===== src/hdl/tmp_pkg.sv =====
`timescale 1ns / 1ps
`default_nettype none
package tmp_pkg;

  localparam int SCREEN_W_DEF = 320;
  localparam int SCREEN_H_DEF = 200;

  localparam int RCP_W = 13;
  localparam logic [14:0] ENEMY_ZMIN = 15'd40;
  localparam logic [14:0] PEER_ZMIN = 15'd512;
  localparam logic [14:0] ZMAX = 15'd8192;
  localparam logic signed [15:0] MARK_W = 16'sd6144;
  localparam logic signed [15:0] MIN_HALF = 16'sd3;
  localparam int XLO = 1;
  localparam int XHI = 319;
  localparam int YLO = 1;
  localparam int YHI = 199;

  localparam logic [1:0] CFG_CAMERA_X = 2'd0;
  localparam logic [1:0] CFG_CAMERA_Y = 2'd1;

  typedef struct packed {
    logic              command;
    logic signed [15:0] world_x;
    logic [14:0]       depth;
    logic signed [15:0] altitude;
  } req_t;

  typedef struct packed {
    logic [8:0] start_x;
    logic [7:0] start_y;
    logic [8:0] end_x;
    logic [7:0] end_y;
    logic       last_segment;
  } seg_t;

  typedef struct packed {
    logic [8:0] tx;
    logic [7:0] ty;
    logic [8:0] lx;
    logic [7:0] ly;
    logic [8:0] rx;
  } tri_t;

  // floor(a*b/1024) wrapped to 16 bits; arithmetic shift floors
  function automatic logic signed [15:0] fmul(input logic signed [31:0] p);
    logic signed [31:0] q;
    q = p >>> 10;
    return q[15:0];
  endfunction

  function automatic logic [8:0] clamp_x(input logic signed [15:0] v);
    logic [8:0] r;
    if (v < 16'(XLO)) r = 9'(XLO);
    else if (v > 16'(XHI)) r = 9'(XHI);
    else r = v[8:0];
    return r;
  endfunction

  function automatic logic [7:0] clamp_y(input logic signed [15:0] v);
    logic [7:0] r;
    if (v < 16'(YLO)) r = 8'(YLO);
    else if (v > 16'(YHI)) r = 8'(YHI);
    else r = v[7:0];
    return r;
  endfunction

endpackage
`default_nettype wire


===== src/hdl/triangle_marker_project_core.sv =====
`timescale 1ns / 1ps
`default_nettype none
// Projects one triangle marker per request into three clamped screen segments.
// A request enters a seven stage pipeline (depth check, 131072/z divide over
// three stages, three fixed-point products, position and size, cull and clamp)
// and can enter every cycle unless in_stall holds the pipeline while a finished
// triangle waits for the busy segment emitter; the emitter sends the three
// segments one after another through the single output port, which bounds the
// rate of visible markers. Culled markers never reach the emitter.
module triangle_marker_project_core #(
  parameter int SCREEN_W = tmp_pkg::SCREEN_W_DEF,
  parameter int SCREEN_H = tmp_pkg::SCREEN_H_DEF
) (
  input  wire logic          clk,
  input  wire logic          rst,
  input  wire logic          cfg_we,
  input  wire logic [1:0]    cfg_index,
  input  wire logic [15:0]   cfg_data,
  input  wire logic          in_valid,
  output logic               in_stall,
  input  wire tmp_pkg::req_t in_req,
  output logic               out_valid,
  input  wire logic          out_stall,
  output tmp_pkg::seg_t      out_seg
);
  import tmp_pkg::*;

  logic signed [15:0] camera_x, camera_y;
  logic tv, ts, en;
  tri_t tr;

  always_ff @(posedge clk) begin
    if (rst) begin
      camera_x <= 16'sd512;
      camera_y <= 16'sd2048;
    end else if (cfg_we) begin
      if (cfg_index == CFG_CAMERA_X) camera_x <= cfg_data;
      if (cfg_index == CFG_CAMERA_Y) camera_y <= cfg_data;
    end
  end

  assign en = !(tv && ts);
  assign in_stall = !en;

  tmp_geom #(.SCREEN_W(SCREEN_W), .SCREEN_H(SCREEN_H)) u_geom (
    .clk(clk), .rst(rst), .en(en), .in_valid(in_valid), .in_req(in_req),
    .camera_x(camera_x), .camera_y(camera_y), .out_valid(tv), .out_tri(tr)
  );

  tmp_emit u_emit (
    .clk(clk), .rst(rst), .tri_valid(tv), .tri_in(tr), .tri_stall(ts),
    .seg_valid(out_valid), .seg(out_seg), .seg_stall(out_stall)
  );
endmodule
`default_nettype wire


===== src/hdl/tmp_rcp.sv =====
`timescale 1ns / 1ps
`default_nettype none
module tmp_rcp (
  input  wire logic                 clk,
  input  wire logic                 en,
  input  wire logic [14:0]          z,
  output logic [tmp_pkg::RCP_W-1:0] rcp
);
  import tmp_pkg::*;

  // 131072/z by restoring division, six quotient steps per stage,
  // registered after each stage in rem1/q1, rem2/q2 and rcp
  logic [17:0]      rem_a, rem_b, rem_c;
  logic [RCP_W-1:0] q_a, q_b, q_c;
  logic [17:0]      trial_a, trial_b, trial_c;
  logic [17:0]      rem1, rem2;
  logic [RCP_W-1:0] q1, q2;
  logic [14:0]      z1, z2;

  always_comb begin
    rem_a = 18'd0;
    q_a = '0;
    trial_a = 18'd0;
    for (int i = 17; i >= 12; i--) begin
      rem_a = {rem_a[16:0], (i == 17) ? 1'b1 : 1'b0};
      trial_a = rem_a - {3'd0, z};
      if (!trial_a[17]) begin
        rem_a = trial_a;
        if (i == 12) q_a[12] = 1'b1;
      end
    end
  end

  always_ff @(posedge clk) begin
    if (en) begin
      rem1 <= rem_a;
      q1 <= q_a;
      z1 <= z;
    end
  end

  always_comb begin
    rem_b = rem1;
    q_b = q1;
    trial_b = 18'd0;
    for (int i = 11; i >= 6; i--) begin
      rem_b = {rem_b[16:0], 1'b0};
      trial_b = rem_b - {3'd0, z1};
      if (!trial_b[17]) begin
        rem_b = trial_b;
        q_b[i] = 1'b1;
      end
    end
  end

  always_ff @(posedge clk) begin
    if (en) begin
      rem2 <= rem_b;
      q2 <= q_b;
      z2 <= z1;
    end
  end

  always_comb begin
    rem_c = rem2;
    q_c = q2;
    trial_c = 18'd0;
    for (int i = 5; i >= 0; i--) begin
      rem_c = {rem_c[16:0], 1'b0};
      trial_c = rem_c - {3'd0, z2};
      if (!trial_c[17]) begin
        rem_c = trial_c;
        q_c[i] = 1'b1;
      end
    end
  end

  always_ff @(posedge clk) begin
    if (en) begin
      rcp <= q_c;
    end
  end
endmodule
`default_nettype wire


===== src/hdl/tmp_geom.sv =====
`timescale 1ns / 1ps
`default_nettype none
module tmp_geom #(
  parameter int SCREEN_W = tmp_pkg::SCREEN_W_DEF,
  parameter int SCREEN_H = tmp_pkg::SCREEN_H_DEF
) (
  input  wire logic               clk,
  input  wire logic               rst,
  input  wire logic               en,
  input  wire logic               in_valid,
  input  wire tmp_pkg::req_t      in_req,
  input  wire logic signed [15:0] camera_x,
  input  wire logic signed [15:0] camera_y,
  output logic                    out_valid,
  output tmp_pkg::tri_t           out_tri
);
  import tmp_pkg::*;

  localparam logic signed [15:0] CX = 16'(SCREEN_W / 2);
  localparam logic signed [15:0] CY = 16'(SCREEN_H / 2);

  // stage 1: depth check, differences
  logic [14:0] z1;
  logic               v1, up1;
  logic signed [15:0] dx1, dy1;
  logic [14:0] zs;
  logic ok;

  always_comb begin
    zs = in_req.depth;
    ok = 1'b1;
    if (in_req.command) begin
      if (zs < PEER_ZMIN) zs = PEER_ZMIN;
      if (zs > ZMAX) zs = ZMAX;
    end else if (zs < ENEMY_ZMIN || zs > ZMAX) begin
      ok = 1'b0;
    end
  end

  always_ff @(posedge clk) begin
    if (rst) begin
      v1 <= 1'b0;
    end else if (en) begin
      v1 <= in_valid && ok;
    end
  end

  always_ff @(posedge clk) begin
    if (en) begin
      z1 <= zs;
      up1 <= in_req.command;
      dx1 <= in_req.world_x - camera_x;
      dy1 <= camera_y - in_req.altitude;
    end
  end

  // stage 2: reciprocal, with valid and operands delayed alongside the divider
  logic [RCP_W-1:0] rcp2;
  logic v2, up2, v2a, up2a, v2b, up2b;
  logic signed [15:0] dx2, dy2, dx2a, dy2a, dx2b, dy2b;

  tmp_rcp u_rcp (.clk(clk), .en(en), .z(z1), .rcp(rcp2));

  always_ff @(posedge clk) begin
    if (rst) begin
      v2a <= 1'b0;
      v2b <= 1'b0;
      v2 <= 1'b0;
    end else if (en) begin
      v2a <= v1;
      v2b <= v2a;
      v2 <= v2b;
    end
  end

  always_ff @(posedge clk) begin
    if (en) begin
      up2a <= up1;
      dx2a <= dx1;
      dy2a <= dy1;
      up2b <= up2a;
      dx2b <= dx2a;
      dy2b <= dy2a;
      up2 <= up2b;
      dx2 <= dx2b;
      dy2 <= dy2b;
    end
  end

  // stage 3: products
  logic v3, up3;
  logic signed [15:0] mx3, my3, mw3;
  logic signed [31:0] rs;

  assign rs = 32'($signed({1'b0, rcp2}));

  always_ff @(posedge clk) begin
    if (rst) begin
      v3 <= 1'b0;
    end else if (en) begin
      v3 <= v2;
    end
  end

  always_ff @(posedge clk) begin
    if (en) begin
      up3 <= up2;
      mx3 <= fmul(rs * 32'(dx2));
      my3 <= fmul(rs * 32'(dy2));
      mw3 <= fmul(rs * 32'(MARK_W));
    end
  end

  // stage 4: screen position and size
  logic v4, up4;
  logic signed [15:0] sx4, sy4, hw4, hh4;
  logic signed [15:0] hwc, hhc;

  always_comb begin
    hwc = mw3 >>> 7;
    if (hwc < MIN_HALF) hwc = MIN_HALF;
    hhc = hwc - (hwc >>> 3) - (hwc >>> 7);
  end

  always_ff @(posedge clk) begin
    if (rst) begin
      v4 <= 1'b0;
    end else if (en) begin
      v4 <= v3;
    end
  end

  always_ff @(posedge clk) begin
    if (en) begin
      up4 <= up3;
      sx4 <= CX + mx3;
      sy4 <= up3 ? CY + my3 : CY;
      hw4 <= hwc;
      hh4 <= hhc;
    end
  end

  // stage 5: cull and clamp
  logic signed [16:0] sxe, sye, hwe, hhe;
  logic vis;
  logic signed [15:0] d;

  always_comb begin
    sxe = 17'(sx4);
    sye = 17'(sy4);
    hwe = 17'(hw4);
    hhe = 17'(hh4);
    vis = !(sxe - hwe > 17'sd319 || sxe + hwe < 17'sd1 ||
            sye - hhe > 17'sd199 || sye + hhe < 17'sd1);
    d = up4 ? -hh4 : hh4;
  end

  always_ff @(posedge clk) begin
    if (rst) begin
      out_valid <= 1'b0;
    end else if (en) begin
      out_valid <= v4 && vis;
    end
  end

  always_ff @(posedge clk) begin
    if (en) begin
      out_tri.tx <= clamp_x(sx4);
      out_tri.ty <= clamp_y(sy4 + d);
      out_tri.lx <= clamp_x(sx4 - hw4);
      out_tri.ly <= clamp_y(sy4 - d);
      out_tri.rx <= clamp_x(sx4 + hw4);
    end
  end
endmodule
`default_nettype wire


===== src/hdl/tmp_emit.sv =====
`timescale 1ns / 1ps
`default_nettype none
module tmp_emit (
  input  wire logic          clk,
  input  wire logic          rst,
  input  wire logic          tri_valid,
  input  wire tmp_pkg::tri_t tri_in,
  output logic               tri_stall,
  output logic               seg_valid,
  output tmp_pkg::seg_t      seg,
  input  wire logic          seg_stall
);
  import tmp_pkg::*;

  logic       busy;
  logic [1:0] idx;
  tri_t       cur;
  logic       take;
  logic       done;

  assign done = busy && !seg_stall && idx == 2'd2;
  assign tri_stall = busy && !done;
  assign take = tri_valid && !tri_stall;
  assign seg_valid = busy;

  always_ff @(posedge clk) begin
    if (rst) begin
      busy <= 1'b0;
      idx <= 2'd0;
    end else if (take) begin
      busy <= 1'b1;
      idx <= 2'd0;
    end else if (done) begin
      busy <= 1'b0;
    end else if (busy && !seg_stall) begin
      idx <= idx + 2'd1;
    end
  end

  always_ff @(posedge clk) begin
    if (take) begin
      cur <= tri_in;
    end
  end

  always_comb begin
    unique case (idx)
      2'd0:    seg = '{cur.tx, cur.ty, cur.lx, cur.ly, 1'b0};
      2'd1:    seg = '{cur.lx, cur.ly, cur.rx, cur.ly, 1'b0};
      default: seg = '{cur.rx, cur.ly, cur.tx, cur.ty, 1'b1};
    endcase
  end
endmodule
`default_nettype wire


===== config.mk =====
export PLATFORM = sky130hd
export DESIGN_NAME = triangle_marker_project_core
export DESIGN_NICKNAME = d
export VERILOG_FILES = /design/src/hdl/tmp_pkg.sv /design/src/hdl/triangle_marker_project_core.sv /design/src/hdl/tmp_rcp.sv /design/src/hdl/tmp_geom.sv /design/src/hdl/tmp_emit.sv
export SDC_FILE = /design/constraint.sdc
export NUM_CORES = 2
export LEC_CHECK = 0
export BUFFER_PORTS_ARGS = -buffer_cell sky130_fd_sc_hd__buf_4
export CAP_MARGIN = 40
export CORE_MARGIN = 10
export CORE_UTILIZATION = 57
export CTS_BUF_LIST = sky130_fd_sc_hd__clkbuf_4 sky130_fd_sc_hd__clkbuf_8
export CTS_CLUSTER_SIZE = 8
export DETAILED_ROUTE_END_ITERATION = 8
export PLACE_DENSITY = 0.74
export REMOVE_ABC_BUFFERS = 1
export SLEW_MARGIN = 15
export SYNTH_ARGS = -nofsm -noshare
export SYNTH_HDL_FRONTEND = slang
export SYNTH_SLANG_ARGS = --single-unit

===== constraint.sdc =====
create_clock -name clk -period 24.1 [get_ports clk]
set_clock_uncertainty 0.05 [all_clocks]
set_input_delay 2.41 -clock clk [delete_from_list [all_inputs] [get_ports clk]]
set_output_delay 2.41 -clock clk [all_outputs]
set_load 0.05 [all_outputs]

Word level (Yosys, flattened, before mapping)
Cells that the tools add are included.
{ "word_totals": {"regBits": 473, "out_inout_bits": 37, "wordCells": 190, "input_bits": 71} }
{ "classes": {"order_cmp": 19, "reduce_logical": 27, "add_sub_neg": 34, "n_bitwise": 1, "n_mul": 3, "n_eq_ne": 3, "n_mux": 34} }
{ "ops": {"columns": ["operator", "n"], "rows": [
  ["$sub 18x15->18", 17],
  ["$mux 17", 17],
  ["$lt 16x2->1 const B", 5],
  ["$pmux 35 s2", 1],
  ["$sub 16x16->16", 4],
  ["$mux 15", 4],
  ["$mul 14x16->26", 2],
  ["$gt 16x10->1 const B", 3],
  ["$add 16x16->17", 2],
  ["$lt 17x2->1 const B", 2],
  ["$sub 16x16->17", 2],
  ["$add 16x16->16", 2],
  ["$gt 16x9->1 const B", 2],
  ["$mux 16", 2],
  ["$gt 15x14->1 const B", 2],
  ["$mux 9", 3],
  ["$gt 17x10->1 const B", 1],
  ["$gt 17x9->1 const B", 1],
  ["$add 8x16->16 const A", 1],
  ["$add 9x16->16 const A", 1],
  ["$mux 8", 2],
  ["$neg 16->16", 1],
  ["$sub 1x15->16 const A", 1],
  ["$sub 16x13->16", 1],
  ["17 further kinds", 42]
]} }

Longest topological paths before layout
{ "logic_depth": {"ltp_word": 12, "mapped_depth": 94, "depth_no_buf": 85} }

By module
From an unflattened synthesis, not the netlist that was laid out.
{ "hier_totals": {"cells_unflattened": 5587, "hier_area_um2": 51207.9} }
{ "modules_own_cells": {"columns": ["mod", "cells_each", "seq_area_each_um2", "area_each_um2", "n_inst"], "rows": [
  ["tmp_geom", 3147, 8818.5, 31192.4, 1],
  ["tmp_rcp", 2169, 2552.4, 16659.7, 1],
  ["tmp_emit", 142, 1351.3, 2005.7, 1],
  ["triangle_marker_project_core", 129, 640.6, 1350.0, 1]
]} }

Worst setup path after synthesis
No wires, ideal clock.
{ "synth_timing": {"path_kind": "reg2reg", "from": "register u_geom.u_rcp.z2[1]", "to": "register u_geom.u_rcp.rcp[0] (netlist bit) (data pin)", "setup_slack_ns": 6.327, "required_ns": 23.785, "setup_ns": 0.265, "period_less_slack_ns": 17.773, "path_stages_with_launch": 90, "arrival_ns": 17.458, "path_cell_list": "edfxtp_1 -> inv_1 -> ha_1 -> nor2b_1 -> o21ai_0 -> a21boi_1 -> o21a_1 -> o21ai_0 -> mux2i_1 -> nand2_1 -> clkbuf_1 -> buf_1 -> nor2_1 -> ha_1 -> nor2b_1 -> o21ai_0 -> a21boi_0 -> o21ai_0 -> [54 not listed] -> and2_1 -> ha_1 -> a21o_1 -> a21oi_1 -> nor2b_1 -> o21a_1 -> o21a_1 -> o21a_1 -> o21ai_0 -> nand2b_1 -> a21oi_1 -> o21ai_0 -> a21o_1 -> a21o_1 -> o21bai_1 -> a2111o_1 -> nand3_1 -> o211ai_1"} }
{ "synth_between": {"elab_chain_len": 11} }
{ "synth_rtl": {"columns": ["item", "line", "source"], "rows": [
  ["start: declaration", "tmp_rcp.sv:18", "logic [14:0] z1, z2;"],
  ["start signal: assignment", "tmp_rcp.sv:60", "z2 <= z1;"],
  ["$sub 18x15->18", "tmp_rcp.sv:70", "trial_c = rem_c - {3'd0, z2};"],
  ["$mux 17", "tmp_rcp.sv:71", "if (!trial_c[17]) begin"],
  ["$sub 18x15->18", "tmp_rcp.sv:70", null],
  ["$mux 17", "tmp_rcp.sv:71", null],
  ["$sub 18x15->18", "tmp_rcp.sv:70", null],
  ["$mux 17", "tmp_rcp.sv:71", null],
  ["$sub 18x15->18", "tmp_rcp.sv:70", null],
  ["$mux 17", "tmp_rcp.sv:71", null],
  ["$sub 18x15->18", "tmp_rcp.sv:70", null],
  ["$mux 17", "tmp_rcp.sv:71", null],
  ["$sub 18x15->18 *", "tmp_rcp.sv:70", null],
  ["end signal: assignment", "tmp_rcp.sv:80", "rcp <= q_c;"],
  ["end: declaration", "tmp_rcp.sv:7", "output logic [tmp_pkg::RCP_W-1:0] rcp"]
]} }
Mark *: on every way between the ends. The rest lies on a longest branch, timed or not.
A chain may end at the register's enable or synchronous reset.

Final worst setup path
Ends and elaborated chain as after synthesis.

==> flow_summary.yaml <==
worst_setup_path:
  crit_slowest_cell: "xnor2_2"
  cp_max_fo: 29
  cp-start-kind: "register"
  critPathKind: "register to register"
  r2r_start: "u_geom.u_rcp.z2[1]"
  r2r_setup_slack_ps: 3340
  cp.required_ps: 24480
  cpPeakStageDelay_ps: 740
  end_kind: "register"
  crit_arrival_ps: 21140
  r2r_end: "u_geom.u_rcp.rcp[0]"
  reg2reg_depth: 85
grt:
  grt_max_degree: 152
  grt_use_met2: 0.3572
  gr-total-overflow: 0
  antenna_found_initial: 5
  grt_pass1_vias: 37500
  grtUsageTotal: 0.2154
  grt_pass1_wl_mm: 179.8
  gr-usage-met3: 0.03745
  top_usage_layer: "met2"
  met1_usage: 0.2872
timing:
  fin_crit_sh: 0.8613
  setup_tns_ps: 0
  finalCriticalPeriod_ps: 20760
  hold_viol: 0
  hold-worst-slack_ps: 354.0
  tightest_slew_ps: 885.9
  rsz0062_at_grt: "false"
  slew_headroom: 0.4066
  fmax_mhz: 48.17
  slew_violations: 0
  setup_viol: 0
flow_run:
  drv_cap: 0
clock_tree:
  holdBufCountCts: 0
  cts_sinks: 459
  insertion_delay_ps: 690
  cts_tree: "done"
  cts_buffers: 82
  post_cts.repair.setup_buffers: 0
  cts_resized: 0
  clk_path_buf_depth: 3
  root_buffer: "clkbuf_8"
  htreeDepth: 3
  clk_pin_slew_worst_paths_ps: 70
placement:
  gp_congestion: 0.8877
  hpwl_mm: 83.08
  io_buffers: 107
drt:
  wl_mm: 106.5
  num_vias: 37410
  drt-initial-drc-count: 2229
  drc: 0
  dr.pass1.iters: 5
  avgViaCountPerCell: 5.634
  ant_nets: 0
  wire_per_inst_microns: 16.04
cells_and_area:
  area_growth_pct: 7.554
  fin_nets: 6381
  utilization: 0.6172
  layout.cells.most_common: "inv_1"
  drive_gt1_frac: 0.07531
  layout_common_cells: "inv_1 (648), nand2_1 (531), ha_1 (517)"
logic_synthesis:
  synth-seq-cells: 459
  syn_area_sq_um: 49710
  yosysSeqAreaShare: 0.2688
  synth_edf_count: 417
  synth_cells: 5336
  synthFlopType: "edfxtp_1"
  ys_async_sr_fraction: 0
  synth_area_per_cell_sq_um: 9.316
  yosysUniqueCellTypes: 108
  yosysWarnings: 0
die:
  core_area_sq_um: 86620
  die_y_microns: 315.3
  io_pins: 108
  rows: 108
  dieArea_sq_um: 99420
  die_width_microns: 315.3
  start_util: 0.5739
hold_path:
  hold_start: "u_geom.dx2b[9]"
  hold_class: "register to register"
  holdPathEnd: "u_geom.dx2[9]"
  whs_path_depth: 0
run_status:
  status: "finished, final reports clean"
## logic make-up (layout without fill, tap and decap cells)
logic type | after synthesis | in the layout | synth area share
compound gates | 1174 | 1174 | 0.1536
xor+xnor | 342 | 342 | 0.06124
fa+ha+maj | 888 | 888 | 0.2796
buf+inv | 796 | 939 | 0.06099
flops | 459 | 459 | 0.2688
mux | 95 | 95 | 0.02102
other cells | 1 | 7 | 0.00007544
simple gates | 1581 | 1581 | 0.1547
## metrics by stage
step | area, sq um | worst slack [ps] | instances
final | 53460 | 3342 | 6640
after global routing | 53460 | 1308 | 6640
after detailed placement | 51700 | 3620 | 6492
after floorplan | 49150 | 5840 | 5198
after global placement | 51640 | 4034 | 6488
after CTS | 53430 | 3538 | 6638
## layout make-up
class                   count  area (sq um)
well taps                1155          1445
diodes                      1         2.502
inverters                 653          2451
fillers                  7200         33160
multi-input cells        4086         33360
clock inverters            41         426.7
clock buffers             105          1308
repair buffers            140          1107
flip-flops and latches    459         13360
## Yosys cell counts, types with 11 or more instances
cell type | n | area share
o21bai_1 | 49 | 0.0074
inv_1 | 648 | 0.049
or2_2 | 20 | 0.0025
nand3_1 | 53 | 0.0053
nor2_1 | 338 | 0.026
or3_1 | 30 | 0.0038
and3_1 | 27 | 0.0034
buf_2 | 11 | 0.0011
nand4_1 | 25 | 0.0031
xnor2_1 | 234 | 0.041
mux2_2 | 69 | 0.016
and2_1 | 281 | 0.035
xor2_1 | 103 | 0.018
nor2b_1 | 55 | 0.0069
a21o_1 | 154 | 0.023
nand2b_1 | 64 | 0.0081
a21boi_0 | 51 | 0.0077
mux2i_1 | 23 | 0.0046
a211oi_1 | 15 | 0.0023
dfxtp_1 | 42 | 0.017
nand2_1 | 532 | 0.040
o21ai_1 | 11 | 0.0011
edfxtp_1 | 417 | 0.25
nor3_1 | 84 | 0.0085
a31oi_1 | 28 | 0.0035
clkbuf_1 | 118 | 0.0089
a22oi_1 | 27 | 0.0041
a211o_1 | 11 | 0.0019
o21a_1 | 72 | 0.011
o211ai_1 | 21 | 0.0032
nor4_1 | 17 | 0.0021
o21ai_0 | 227 | 0.023
a21oi_1 | 335 | 0.034
ha_1 | 517 | 0.13
fa_1 | 371 | 0.15
o31ai_1 | 28 | 0.0042
## how the worst max path moves through the flow
stage / startpoint / to / cells past startpoint
2_1_floorplan: u_geom.u_rcp.z2[1] / u_geom.u_rcp.rcp[0] / 81
3_3_place_gp: u_geom.u_rcp.z2[1] / u_geom.u_rcp.rcp[0] / 83
3_5_place_dp: u_geom.u_rcp.z2[1] / u_geom.u_rcp.rcp[0] / 85
4_1_cts: u_geom.u_rcp.z2[1] / u_geom.u_rcp.rcp[0] / 85
5_1_grt: u_geom.u_rcp.z2[1] / u_geom.u_rcp.rcp[0] / 85
6_report: u_geom.u_rcp.z2[1] / u_geom.u_rcp.rcp[0] / 85
## state kept, by name (all words and copies together), names as in the netlist, 17 cells and up
signal and count:
u_geom.out_tri 43, u_emit.cur 43, u_geom.u_rcp.rem1 17, u_geom.u_rcp.rem2 17
## critical path, delay by kind of cell (launching register included)
kind | cells | cell delay [ps]
fa+ha+maj | 6 | 1760
buf+inv | 3 | 780
compound gates | 53 | 11350
xor+xnor | 1 | 740
flops | 1 | 500
simple gates | 19 | 4390
mux | 3 | 880
## routing by layer
metal,share of wire,vias to the layer above
li1,-,18450
met1,0.45,17920
met2,0.46,874
met3,0.063,165
met4,0.024,2
met5,0.00011,-
Power is left out: the tool's default activity adds up to more than one toggle a clock period on the data nets, which glitch-free logic cannot reach.
